[config.mk]
export PLATFORM = sky130hd
export DESIGN_NAME = reader_writer_lock_table_unit
export DESIGN_NICKNAME = d
export VERILOG_FILES = /design/src/design/rwlt_pkg.sv /design/src/design/rwlt_ram.sv /design/src/design/rwlt_decide.sv /design/src/design/reader_writer_lock_table_unit.sv
export SDC_FILE = /design/constraint.sdc
export NUM_CORES = 1
export LEC_CHECK = 0
export ABC_AREA = 1
export BUFFER_PORTS_ARGS = -buffer_cell sky130_fd_sc_hd__buf_4
export CORE_ASPECT_RATIO = 1.25
export CORE_MARGIN = 10
export CORE_UTILIZATION = 44
export DETAILED_ROUTE_END_ITERATION = 12
export SETUP_SLACK_MARGIN = 0.4
export SYNTH_ARGS = -nofsm -noshare
export SYNTH_HDL_FRONTEND = slang
export SYNTH_HIERARCHICAL = 1
export SYNTH_SLANG_ARGS = --single-unit
[constraint.sdc]
create_clock -name clock -period 28.1 [get_ports clock]
set_input_delay 1.405 -clock clock [delete_from_list [all_inputs] [get_ports clock]]
set_output_delay 1.405 -clock clock [all_outputs]
set_load 0.03 [all_outputs]
[src/design/rwlt_pkg.sv]
package rwlt_pkg;

   // sizes of the fixed payload fields
   localparam int KIND_W  = 2;
   localparam int ID_W    = 4;
   localparam int OUT_W   = 2;
   localparam int COUNT_W = 5;
   localparam int MODE_W  = 2;

   // ids at or above this cannot be expressed on the request ports
   localparam int ID_LIMIT = 1 << ID_W;

   // default table sizes
   localparam int NUM_VARS_DEFAULT = 16;
   localparam int NUM_TXNS_DEFAULT = 16;

   // reader count saturation point
   localparam logic [COUNT_W-1:0] COUNT_MAX = 5'd31;

   // request kinds
   localparam logic [KIND_W-1:0] KIND_READ    = 2'd0;
   localparam logic [KIND_W-1:0] KIND_WRITE   = 2'd1;
   localparam logic [KIND_W-1:0] KIND_UPGRADE = 2'd2;
   localparam logic [KIND_W-1:0] KIND_RELEASE = 2'd3;

   // held modes
   localparam logic [MODE_W-1:0] MODE_NONE  = 2'd0;
   localparam logic [MODE_W-1:0] MODE_READ  = 2'd1;
   localparam logic [MODE_W-1:0] MODE_WRITE = 2'd2;

   // outcomes
   localparam logic [OUT_W-1:0] OUT_OK      = 2'd0;
   localparam logic [OUT_W-1:0] OUT_WAIT    = 2'd1;
   localparam logic [OUT_W-1:0] OUT_REFUSED = 2'd2;

   // result of one lock step: answer plus new entry state
   typedef struct packed {
      logic [OUT_W-1:0]   outcome;
      logic               wake;
      logic [COUNT_W-1:0] count;
      logic               wflag;
      logic               wwait;
      logic [MODE_W-1:0]  mode;
   } step_result_type;

endpackage

[src/design/rwlt_ram.sv]
module rwlt_ram #(
   parameter int WIDTH = 2,
   parameter int DEPTH = 256,
   localparam int AW = (DEPTH > 1) ? $clog2(DEPTH) : 1
) (
   input  logic             clock,
   input  logic             wr_en,
   input  logic [AW-1:0]    wr_addr,
   input  logic [WIDTH-1:0] wr_data,
   input  logic             rd_en,
   input  logic [AW-1:0]    rd_addr,
   output logic [WIDTH-1:0] rd_data
);

   logic [WIDTH-1:0] mem_ff [DEPTH];
   logic [WIDTH-1:0] rd_data_ff;

   // one write port, one registered read port (read returns old data)
   always_ff @(posedge clock) begin
      if (wr_en) begin
         mem_ff[wr_addr] <= wr_data;
      end
      if (rd_en) begin
         rd_data_ff <= mem_ff[rd_addr];
      end
   end

   assign rd_data = rd_data_ff;

endmodule

[src/design/rwlt_decide.sv]
module rwlt_decide (
   input  logic [rwlt_pkg::KIND_W-1:0]  kind,
   input  logic                         in_range,
   input  logic [rwlt_pkg::MODE_W-1:0]  mode,
   input  logic [rwlt_pkg::COUNT_W-1:0] count,
   input  logic                         wflag,
   input  logic                         wwait,
   output rwlt_pkg::step_result_type    res
);

   logic [rwlt_pkg::COUNT_W-1:0] count_dec;

   // decrement that holds at zero
   assign count_dec = (count != '0) ? count - rwlt_pkg::COUNT_W'(1) : count;

   always_comb begin
      res.outcome = rwlt_pkg::OUT_OK;
      res.wake    = 1'b0;
      res.count   = count;
      res.wflag   = wflag;
      res.wwait   = wwait;
      res.mode    = mode;

      case (kind)
         // shared acquire
         rwlt_pkg::KIND_READ: begin
            if (mode != rwlt_pkg::MODE_NONE) begin
               res.outcome = rwlt_pkg::OUT_OK;
            end else if (wflag || count >= rwlt_pkg::COUNT_MAX) begin
               res.outcome = rwlt_pkg::OUT_WAIT;
            end else begin
               res.mode  = rwlt_pkg::MODE_READ;
               res.count = count + rwlt_pkg::COUNT_W'(1);
            end
         end
         // exclusive acquire
         rwlt_pkg::KIND_WRITE: begin
            if (mode == rwlt_pkg::MODE_WRITE) begin
               res.outcome = rwlt_pkg::OUT_OK;
            end else if (wflag || count != '0) begin
               res.outcome = rwlt_pkg::OUT_WAIT;
               res.wwait   = 1'b1;
            end else begin
               res.mode  = rwlt_pkg::MODE_WRITE;
               res.wflag = 1'b1;
            end
         end
         // read to write, sole reader only
         rwlt_pkg::KIND_UPGRADE: begin
            if (mode != rwlt_pkg::MODE_READ) begin
               res.outcome = rwlt_pkg::OUT_REFUSED;
            end else if (wflag || count > rwlt_pkg::COUNT_W'(1)) begin
               res.outcome = rwlt_pkg::OUT_WAIT;
               res.wwait   = 1'b1;
            end else begin
               res.mode  = rwlt_pkg::MODE_WRITE;
               res.count = count_dec;
               res.wflag = 1'b1;
            end
         end
         // release whatever is held
         rwlt_pkg::KIND_RELEASE: begin
            if (mode == rwlt_pkg::MODE_WRITE) begin
               res.mode  = rwlt_pkg::MODE_NONE;
               res.wflag = 1'b0;
               res.wake  = 1'b1;
               res.wwait = 1'b0;
            end else if (mode == rwlt_pkg::MODE_READ) begin
               res.mode  = rwlt_pkg::MODE_NONE;
               res.count = count_dec;
               if (count_dec == '0 && wwait) begin
                  res.wake  = 1'b1;
                  res.wwait = 1'b0;
               end
            end
         end
         default: begin
            res.outcome = rwlt_pkg::OUT_OK;
         end
      endcase

      // ids out of range answer refused with an empty view
      if (!in_range) begin
         res.outcome = rwlt_pkg::OUT_REFUSED;
         res.wake    = 1'b0;
         res.count   = '0;
         res.wflag   = 1'b0;
         res.wwait   = wwait;
         res.mode    = mode;
      end
   end

endmodule

[src/design/reader_writer_lock_table_unit.sv]
// channel   direction  handshake          payload
// req       in         req_valid/stall    req_kind, req_txn_id, req_var_index
// rsp       out        rsp_valid/stall    rsp_outcome, rsp_wake_waiters,
//                                         rsp_readers_now, rsp_writer_held
//
// one request per cycle sustained while rsp_stall is low; accept loads the decide stage
// and the result register, with rsp_valid, loads from it; the rate is set by the single decide
// stage, which reads the held-mode RAM (registered read issued at accept) and writes it back as
// the result loads; reset clears per-variable state and held-mode valid bits
// rsp_stall holds a valid result register and, with the decide stage full, stalls req in the same cycle
module reader_writer_lock_table_unit #(
   parameter int NUM_VARS = rwlt_pkg::NUM_VARS_DEFAULT,
   parameter int NUM_TXNS = rwlt_pkg::NUM_TXNS_DEFAULT
) (
   input  logic                          clock,
   input  logic                          reset,
   input  logic                          req_valid,
   output logic                          req_stall,
   input  logic [rwlt_pkg::KIND_W-1:0]   req_kind,
   input  logic [rwlt_pkg::ID_W-1:0]     req_txn_id,
   input  logic [rwlt_pkg::ID_W-1:0]     req_var_index,
   output logic                          rsp_valid,
   input  logic                          rsp_stall,
   output logic [rwlt_pkg::OUT_W-1:0]    rsp_outcome,
   output logic                          rsp_wake_waiters,
   output logic [rwlt_pkg::COUNT_W-1:0]  rsp_readers_now,
   output logic                          rsp_writer_held
);

   // only ids reachable through the ports need storage
   localparam int VAR_USED = (NUM_VARS < rwlt_pkg::ID_LIMIT) ? NUM_VARS : rwlt_pkg::ID_LIMIT;
   localparam int TXN_USED = (NUM_TXNS < rwlt_pkg::ID_LIMIT) ? NUM_TXNS : rwlt_pkg::ID_LIMIT;
   localparam int DEPTH    = VAR_USED * TXN_USED;
   localparam int AW       = (DEPTH > 1) ? $clog2(DEPTH) : 1;
   localparam int VW       = (VAR_USED > 1) ? $clog2(VAR_USED) : 1;

   // decide stage registers
   logic                          stage_valid_ff;
   logic [rwlt_pkg::KIND_W-1:0]   kind_ff;
   logic [VW-1:0]                 var_ff;
   logic [AW-1:0]                 addr_ff;
   logic                          in_range_ff;
   logic                          byp_ff;
   logic [rwlt_pkg::MODE_W-1:0]   byp_mode_ff;

   // per-variable state and held-mode valid bits
   logic [rwlt_pkg::COUNT_W-1:0]  count_ff [VAR_USED];
   logic                          wflag_ff [VAR_USED];
   logic                          wwait_ff [VAR_USED];
   logic                          mode_valid_ff [DEPTH];

   // result register
   logic                          rsp_valid_ff;
   logic [rwlt_pkg::OUT_W-1:0]    outcome_ff;
   logic                          wake_ff;
   logic [rwlt_pkg::COUNT_W-1:0]  readers_ff;
   logic                          writer_ff;

   logic                          req_accept;
   logic                          advance;
   logic                          wr_en;
   logic                          in_range_in;
   logic [AW-1:0]                 addr_in;
   logic [VW-1:0]                 var_in;
   logic                          byp_in;
   logic [rwlt_pkg::MODE_W-1:0]   ram_rd;
   logic [rwlt_pkg::MODE_W-1:0]   mode_cur;
   rwlt_pkg::step_result_type     res;

   // handshake
   assign advance    = stage_valid_ff && (!rsp_valid_ff || !rsp_stall);
   assign req_stall  = stage_valid_ff && !advance;
   assign req_accept = req_valid && !req_stall;
   assign wr_en      = advance && in_range_ff;

   // request decode
   assign in_range_in = (32'(req_txn_id) < NUM_TXNS) && (32'(req_var_index) < NUM_VARS);
   assign addr_in     = AW'(32'(req_txn_id) * VAR_USED + 32'(req_var_index));
   assign var_in      = VW'(req_var_index);

   // the entry written this cycle is read stale by the ram, forward it
   assign byp_in = wr_en && (addr_in == addr_ff);

   rwlt_ram #(
      .WIDTH (rwlt_pkg::MODE_W),
      .DEPTH (DEPTH)
   ) u_mode_ram (
      .clock   (clock),
      .wr_en   (wr_en),
      .wr_addr (addr_ff),
      .wr_data (res.mode),
      .rd_en   (req_accept),
      .rd_addr (addr_in),
      .rd_data (ram_rd)
   );

   // held mode of the staged transaction
   always_comb begin
      if (byp_ff) begin
         mode_cur = byp_mode_ff;
      end else if (mode_valid_ff[addr_ff]) begin
         mode_cur = ram_rd;
      end else begin
         mode_cur = rwlt_pkg::MODE_NONE;
      end
   end

   rwlt_decide u_decide (
      .kind     (kind_ff),
      .in_range (in_range_ff),
      .mode     (mode_cur),
      .count    (count_ff[var_ff]),
      .wflag    (wflag_ff[var_ff]),
      .wwait    (wwait_ff[var_ff]),
      .res      (res)
   );

   // stage, state and result registers
   always_ff @(posedge clock) begin
      if (reset) begin
         stage_valid_ff <= 1'b0;
         rsp_valid_ff   <= 1'b0;
         for (int i = 0; i < VAR_USED; i++) begin
            count_ff[i] <= '0;
            wflag_ff[i] <= 1'b0;
            wwait_ff[i] <= 1'b0;
         end
         for (int i = 0; i < DEPTH; i++) begin
            mode_valid_ff[i] <= 1'b0;
         end
      end else begin
         // load the decide stage
         if (req_accept) begin
            stage_valid_ff <= 1'b1;
            kind_ff        <= req_kind;
            var_ff         <= var_in;
            addr_ff        <= addr_in;
            in_range_ff    <= in_range_in;
            byp_ff         <= byp_in;
            byp_mode_ff    <= res.mode;
         end else if (advance) begin
            stage_valid_ff <= 1'b0;
         end

         // commit the lock update
         if (wr_en) begin
            count_ff[var_ff]      <= res.count;
            wflag_ff[var_ff]      <= res.wflag;
            wwait_ff[var_ff]      <= res.wwait;
            mode_valid_ff[addr_ff] <= 1'b1;
         end

         // result register
         if (advance) begin
            rsp_valid_ff <= 1'b1;
            outcome_ff   <= res.outcome;
            wake_ff      <= res.wake;
            readers_ff   <= res.count;
            writer_ff    <= res.wflag;
         end else if (!rsp_stall) begin
            rsp_valid_ff <= 1'b0;
         end
      end
   end

   assign rsp_valid        = rsp_valid_ff;
   assign rsp_outcome      = outcome_ff;
   assign rsp_wake_waiters = wake_ff;
   assign rsp_readers_now  = readers_ff;
   assign rsp_writer_held  = writer_ff;

endmodule

=== Word level (Yosys, flattened, before mapping) ===
Memories as Yosys holds them, arrays and structs flattened. A register that Yosys moved wholly into a read port is not among the register bits.
Cells that the tools add are included.

* Add/subtract/negate cells: 3
* Magnitude comparators: 2
* Equal/unequal tests: 8
* Mux-type cells: 59
* Bitwise gates (word level): 1
* Reductions and logical operators: 24

{| class="wikitable"
|+ Operator list
! cell !! count
|-
| 4-bit 2-to-1 mux || 7
|-
| 1-bit 2-to-1 mux || 27
|-
| 5-bit 2-to-1 mux || 5
|-
| 2-bit 2-to-1 mux || 9
|-
| 8-bit 2-to-1 mux || 2
|-
| 5-bit case mux with 3 select lines || 1
|-
| 6-bit 2-to-1 mux || 2
|-
| 2-bit case mux with 3 select lines || 2
|-
| 9-bit 2-to-1 mux || 1
|-
| 8-bit by 4-bit adder with 8-bit output || 1
|-
| 8-bit equality test || 1
|-
| 2-bit case mux with 4 select lines || 1
|-
| 2-bit equality test, second input constant || 3
|-
| 3-bit 2-to-1 mux || 2
|-
| 5-bit by 1-bit adder with 5-bit output, second input constant || 1
|-
| 5-bit >= comparator, second input constant || 1
|-
| 5-bit by 1-bit greater-than comparator with 1-bit output, second input constant || 1
|-
| 1-bit logical AND || 5
|-
| 5-bit zero test || 1
|-
| 5-bit nonzero test || 1
|-
| 5-bit OR reduction || 1
|-
| 5-bit by 1-bit subtractor with 5-bit output, second input constant || 1
|-
| 2-bit by 1-bit equality test with 1-bit output, second input constant || 2
|-
| 1-bit zero test || 4
|-
| other kinds (7) || 15
|}

* Register bits after elaboration: 28
* RAM bits: 880
* Output and inout port bits: 11
* Memories: 5

{| class="wikitable"
|+ Memories
! name !! words !! bits a word !! rd ports !! clocked after memory_dff !! wr ports !! RTL line !! text
|-
| u_mode_ram.mem_ff || 256 || 2 || 1 || 1 || 1 || rwlt_ram.sv:15 || <nowiki>logic [WIDTH-1:0] mem_ff [DEPTH];</nowiki>
|-
| mode_valid_ff || 256 || 1 || 1 || 1 || 256 || reader_writer_lock_table_unit.sv:50 || <nowiki>logic mode_valid_ff [DEPTH];</nowiki>
|-
| count_ff || 16 || 5 || 1 || 1 || 16 || reader_writer_lock_table_unit.sv:47 || <nowiki>logic [rwlt_pkg::COUNT_W-1:0] count_ff [VAR_USED];</nowiki>
|-
| wflag_ff || 16 || 1 || 1 || 1 || 16 || reader_writer_lock_table_unit.sv:48 || <nowiki>logic wflag_ff [VAR_USED];</nowiki>
|-
| wwait_ff || 16 || 1 || 1 || 1 || 16 || reader_writer_lock_table_unit.sv:49 || <nowiki>logic wwait_ff [VAR_USED];</nowiki>
|}

=== Depth between registers and ports, before layout ===
* Word-level depth: 9
* Mapped depth: 27
* Mapped depth without buffers: 24

=== Modules after synthesis ===
The synthesis kept the hierarchy.

{| class="wikitable"
|+ Modules (own cells, without submodules)
! module !! times used !! cells an instance !! area an instance (sq um) !! seq. area each (sq um)
|-
| rwlt_ram || 1 || 2,055 || 22,146.2 || 15,434.8
|-
| reader_writer_lock_table_unit || 1 || 2,020 || 16,490.8 || 9,349.0
|-
| rwlt_decide || 1 || 198 || 963.4 || 0.0
|}

=== Worst setup path before layout ===
OpenSTA, ideal clock, no wires.

* Kind: reg2reg
* Start point: reg with a tool-made name
* End point: reg byp_mode_ff[1] in the netlist's numbering, data pin
* Arrival time: 10.021 ns
* Data required time: 26.364 ns
* Setup slack: 16.343 ns
* Cell stages (with the launch flop): 16
* Path buffers: 4
* Clock period less this slack: 11.757 ns
* Path through: dfxtp_1 -> buf_2 -> buf_1 -> clkbuf_1 -> o221ai_1 -> o211ai_1 -> nand2_1 -> buf_4 -> clkinv_1 -> ha_1 -> nand3_2 -> inv_1 -> nand2_1 -> nand2_1 -> o21ai_0 -> a31oi_1

{| class="wikitable"
|+ RTL lines
! element !! RTL line !! text
|-
| end signal: assignment || reader_writer_lock_table_unit.sv:140 || <nowiki>byp_mode_ff <= res.mode;</nowiki>
|-
| end: declaration || reader_writer_lock_table_unit.sv:44 || <nowiki>logic [rwlt_pkg::MODE_W-1:0] byp_mode_ff;</nowiki>
|}

==> impl_summary.log <==
INFO  metric cp_cell_sequence = buf_4 -> buf_4 -> nand2_1 -> nand3_1 -> nand3_1 -> nand3_1 -> nand3_1 -> nand2_1 -> nand2_1 -> nand3_1 -> nand3_1 -> nand2_1 -> nand2_1 -> nand2_1 -> inv_1 -> nor3_1 -> o21ai_0 -> a31oi_4 -> buf_4 -> buf_4
INFO  metric synth_common_cells = nand2_1 (1253), nand3_1 (780), edfxtp_1 (648)
INFO  metric required_time_reported_for_the_critical_path_endpoint = 28430 ps
INFO  metric route.detailed.wl_per_inst = 20.4 microns
INFO  metric worst_endpoint_data_arrival_time = 6490 ps
INFO  metric post_route_drc_violation_count = 0
INFO  metric std_cell_rows = 122
INFO  metric num_vias = ~30k
INFO  metric report.final.slew_viol_count = 0
INFO  metric detailed_place.area = 40100 sq um
INFO  metric post_synth_main_area_contributors = edfxtp_1 (49%), dfxtp_1 (13%), nand2_1 (12%)
INFO  metric postCtsSetupBuffers = 0
INFO  metric yosys_warnings = 6
INFO  metric switching_share = around a quarter
INFO  metric internal_power = 2280 uW
INFO  metric route.antenna.remaining_nets = 0
INFO  metric critPathKind = reg -> reg
INFO  metric final.period_utilization = 21.9%
INFO  metric final-instance-count-excl-fill = 5394
INFO  metric fmax = 0.162 GHz
INFO  metric clk_root_buffer_cell = clkbuf_16
INFO  metric power.sequential.fraction = 49.1%
INFO  metric power.leakage = 0.0152 uW
INFO  metric totalWireLength = 110000 microns
INFO  metric post_cts.resized_instances = 0
INFO  metric clock_tree.htree_level_count = 3
INFO  metric grt_start_max_net_pins = 211
INFO  metric floorplan.initialDensity = roughly 44%
INFO  metric met1Wirelength = about 44000 microns
INFO  metric postLayoutSetupSlackWorst = 21930 ps
INFO  metric io_pins = 25
INFO  metric place.detailed.hpwl = 60400 microns
INFO  metric clkLatencyLatePin = 670 ps
INFO  metric vdd.ir_drop.worst = 0.0478 mV
INFO  metric crit_family = buffers and inverters
INFO  metric critPathLaunchType = flop
INFO  metric timing.critical_path.to_type = flop
INFO  metric synthDominantCellAreaShare = between 40 and 50%
INFO  metric antenna_found_initial = 1
INFO  metric dominantRegCellSynth = edfxtp_1
INFO  metric dpl.cell_count = 5216
INFO  metric critical_path_peak_fanout = 100
INFO  metric min-delay-path-class = reg -> reg
INFO  metric io_buf_count = 24
INFO  metric die_y = 355 microns
INFO  metric wl_met2 = roughly 55000 microns
INFO  metric grt_first_pass_wirelength = 168000 microns
INFO  metric stdcell_area = 43300 sq um
INFO  metric synth_cells = around 4.3k
INFO  metric antennaDiodeCount = 0
INFO  metric drt_iter0_markers = 2595
INFO  metric syn2layout_area_growth = 9.41%
INFO  metric finalNetCount = 4154
INFO  metric dpl_worst_slack = 21970 ps
INFO  metric clock_tree_from_tritoncts = yes
INFO  metric power.share.combinational = 7.7%
INFO  metric cp_slowest_cell = buf_4
INFO  metric top_layer = met5
INFO  metric cts.hold.buffers_added = 0
INFO  metric tightest_slew = 1160 ps
INFO  metric syn_nets = between 4k and 5k
INFO  metric slew_headroom = 22.5%
INFO  metric final.setup_skew = between 20 and 30 ps
INFO  metric count_of_endpoints_failing_hold_in_the_final_timing_report = 0
INFO  metric totalNegativeSetupSlack = 0 ps
INFO  metric outcome = complete, no violations
INFO  metric number_of_flops_mapped_to_enable_cells_by_yosys = ~650
INFO  metric total_cts_buffers = 95
INFO  metric ctsLongestPathBuffers = 3
INFO  metric clk_transition_reported_paths = 60 ps
INFO  metric synth.distinct_cells = 42
INFO  metric global_route_congestion_overflow_total = 0
INFO  metric dieArea = 102000 sq um
INFO  metric global_route.usage.total = between 20% and 30%
INFO  metric synth.avg_cell_area = approximately 9.3 sq um
INFO  metric die_w = 288 microns
INFO  metric post-synth-top-area-cell = edfxtp_1
INFO  metric pwr-share-clk = between 40% and 50%
INFO  metric cts_num_sinks = about 900
INFO  metric routabilityCongestion = 0.835
INFO  metric drt_first_pass_iters = 6
INFO  metric layout_cells_sized_above_1 = 5.93%
INFO  metric synth_sequential_area_ratio = 62.6%
INFO  metric max_cap_viols = 0
INFO  metric share_of_synthesized_flip_flops_with_an_asynchronous_set_or_reset = 0%
INFO  metric power_density = between 60 and 70 nW/um^2
INFO  metric layout.filler_cells = 8359
INFO  metric postSynthRegisterBits = 914
INFO  metric total_switching_power = 724 uW
INFO  metric cp_slowest_stage_delay = 870 ps
INFO  metric core_area = 89000 sq um
INFO  metric rsz_0062_raised_after_global_routing = no
INFO  metric met3RoutedLength = 6950 microns
INFO  metric yosysMostFrequentCell = nand2_1
INFO  metric via_per_inst = 5.56
INFO  metric finalSetupViolations = 0
INFO  metric cp_num_buf_inv = 5
INFO  metric first_global_vias = 28.9k
INFO  metric netlist_area = between 30000 and 40000 sq um
INFO  metric final_period_minus_worst_setup_slack = 6170 ps
-- area by class of cell --
type	instances	area, sq um	share of cell area (%)
flip-flops and latches	914	24800	57.2
inverters	103	408	0.941
multi-input cells	2948	12800	29.6
clock inverters	54	594	1.37
clock buffers	124	2650	6.12
well taps	1178	1470	3.40
repair buffers	73	567	1.31
-- flip-flops by register name, indices dropped and copies added, names as in the netlist, named ones only --
| register | flops |
|---|---|
| rsp_wake_waiters | 1 |
| byp_mode_ff | 2 |
| addr_ff | 8 |
| count_ff | 80 |
| mode_valid_ff | 256 |
| byp_ff | 1 |
| wflag_ff | 16 |
| rsp_outcome | 2 |
| wwait_ff | 16 |
| u_mode_ram/mem_ff | 512 |
| kind_ff | 2 |
| rsp_writer_held | 1 |
| rsp_valid | 1 |
| stage_valid_ff | 1 |
| rsp_readers_now | 5 |
| u_mode_ram/rd_data | 2 |
-- worst min-delay path, stage by stage (launching register included) --
cell and delay [ps]:
dfxtp_1 320, nand2_1 50, o21ai_0 50
-- cell families (layout without fill, tap and decap cells) --
logic type      Yosys count  count (layout)  synth area share [%]
simple gates           2550            2550                  26.9
buf+inv                 411             354                  5.06
flops                   914             914                  62.6
other cells               1               1               0.00947
fa+ha+maj                 5               5                 0.158
compound gates          390             390                  5.24
xor+xnor                  2               2                0.0442
-- through the flow --
| stage | total power (uW) | hold slack, ps | utilization [%] |
|---|---|---|---|
| after CTS | 3020 | 460 | 48.7 |
| after global placement | 1730 | 438 | 45.0 |
| after detailed placement | 1730 | 445 | 45.0 |
| final | 3000 | 456 | 48.7 |
| after floorplan | 1670 | 429 | - |
| after global routing | 3100 | 474 | 48.7 |
-- power groups by stage --
| stage | Sequential (uW) | Combinational (uW) | Clock [uW] |
|---|---|---|---|
| 6_report | 1470 | 232 | 1300 |
| 5_1_grt | 1470 | 253 | 1370 |
| 4_1_cts | 1470 | 231 | 1320 |
| 3_5_place_dp | 1500 | 230 | 0 |
| 3_3_place_gp | 1500 | 229 | 0 |
| 2_1_floorplan | 1510 | 161 | 0 |
-- routing by layer --
layer	vias up	global-route usage, %
met2	1001	36.5
li1	14200	-
met3	248	2.84
met4	2	8.25
met5	-	0
met1	14500	25.6
-- placed cells by master (no fill, tap or decap), types with 16 or more instances in the layout --
cell type / Yosys / routed
buf_4: 26 / 71
edfxtp_1: 648 / 648
clkinv_2: 0 / 17
nor2_1: 494 / 493
clkbuf_1: 151 / 16
nand2_1: 1253 / 1252
o21ai_0: 328 / 328
o221ai_1: 20 / 20
dfxtp_1: 266 / 263
inv_1: 97 / 94
clkbuf_16: 0 / 98
nand3_1: 780 / 780
-- path summary, 6_finish.rpt --
check,from,to,slack [ps],cells after the start
worst min-delay path,mode_valid_ff[62]$_DFF_P_,mode_valid_ff[62]$_DFF_P_,460,2
worst min register to register,mode_valid_ff[62]$_DFF_P_,mode_valid_ff[62]$_DFF_P_,460,2
worst max-delay path,flop,u_mode_ram/mem_ff[110][1]$_DFFE_PP_,21930,20
worst max register to register,flop,u_mode_ram/mem_ff[110][1]$_DFFE_PP_,21930,20
Power figures use the tool's default switching activity.
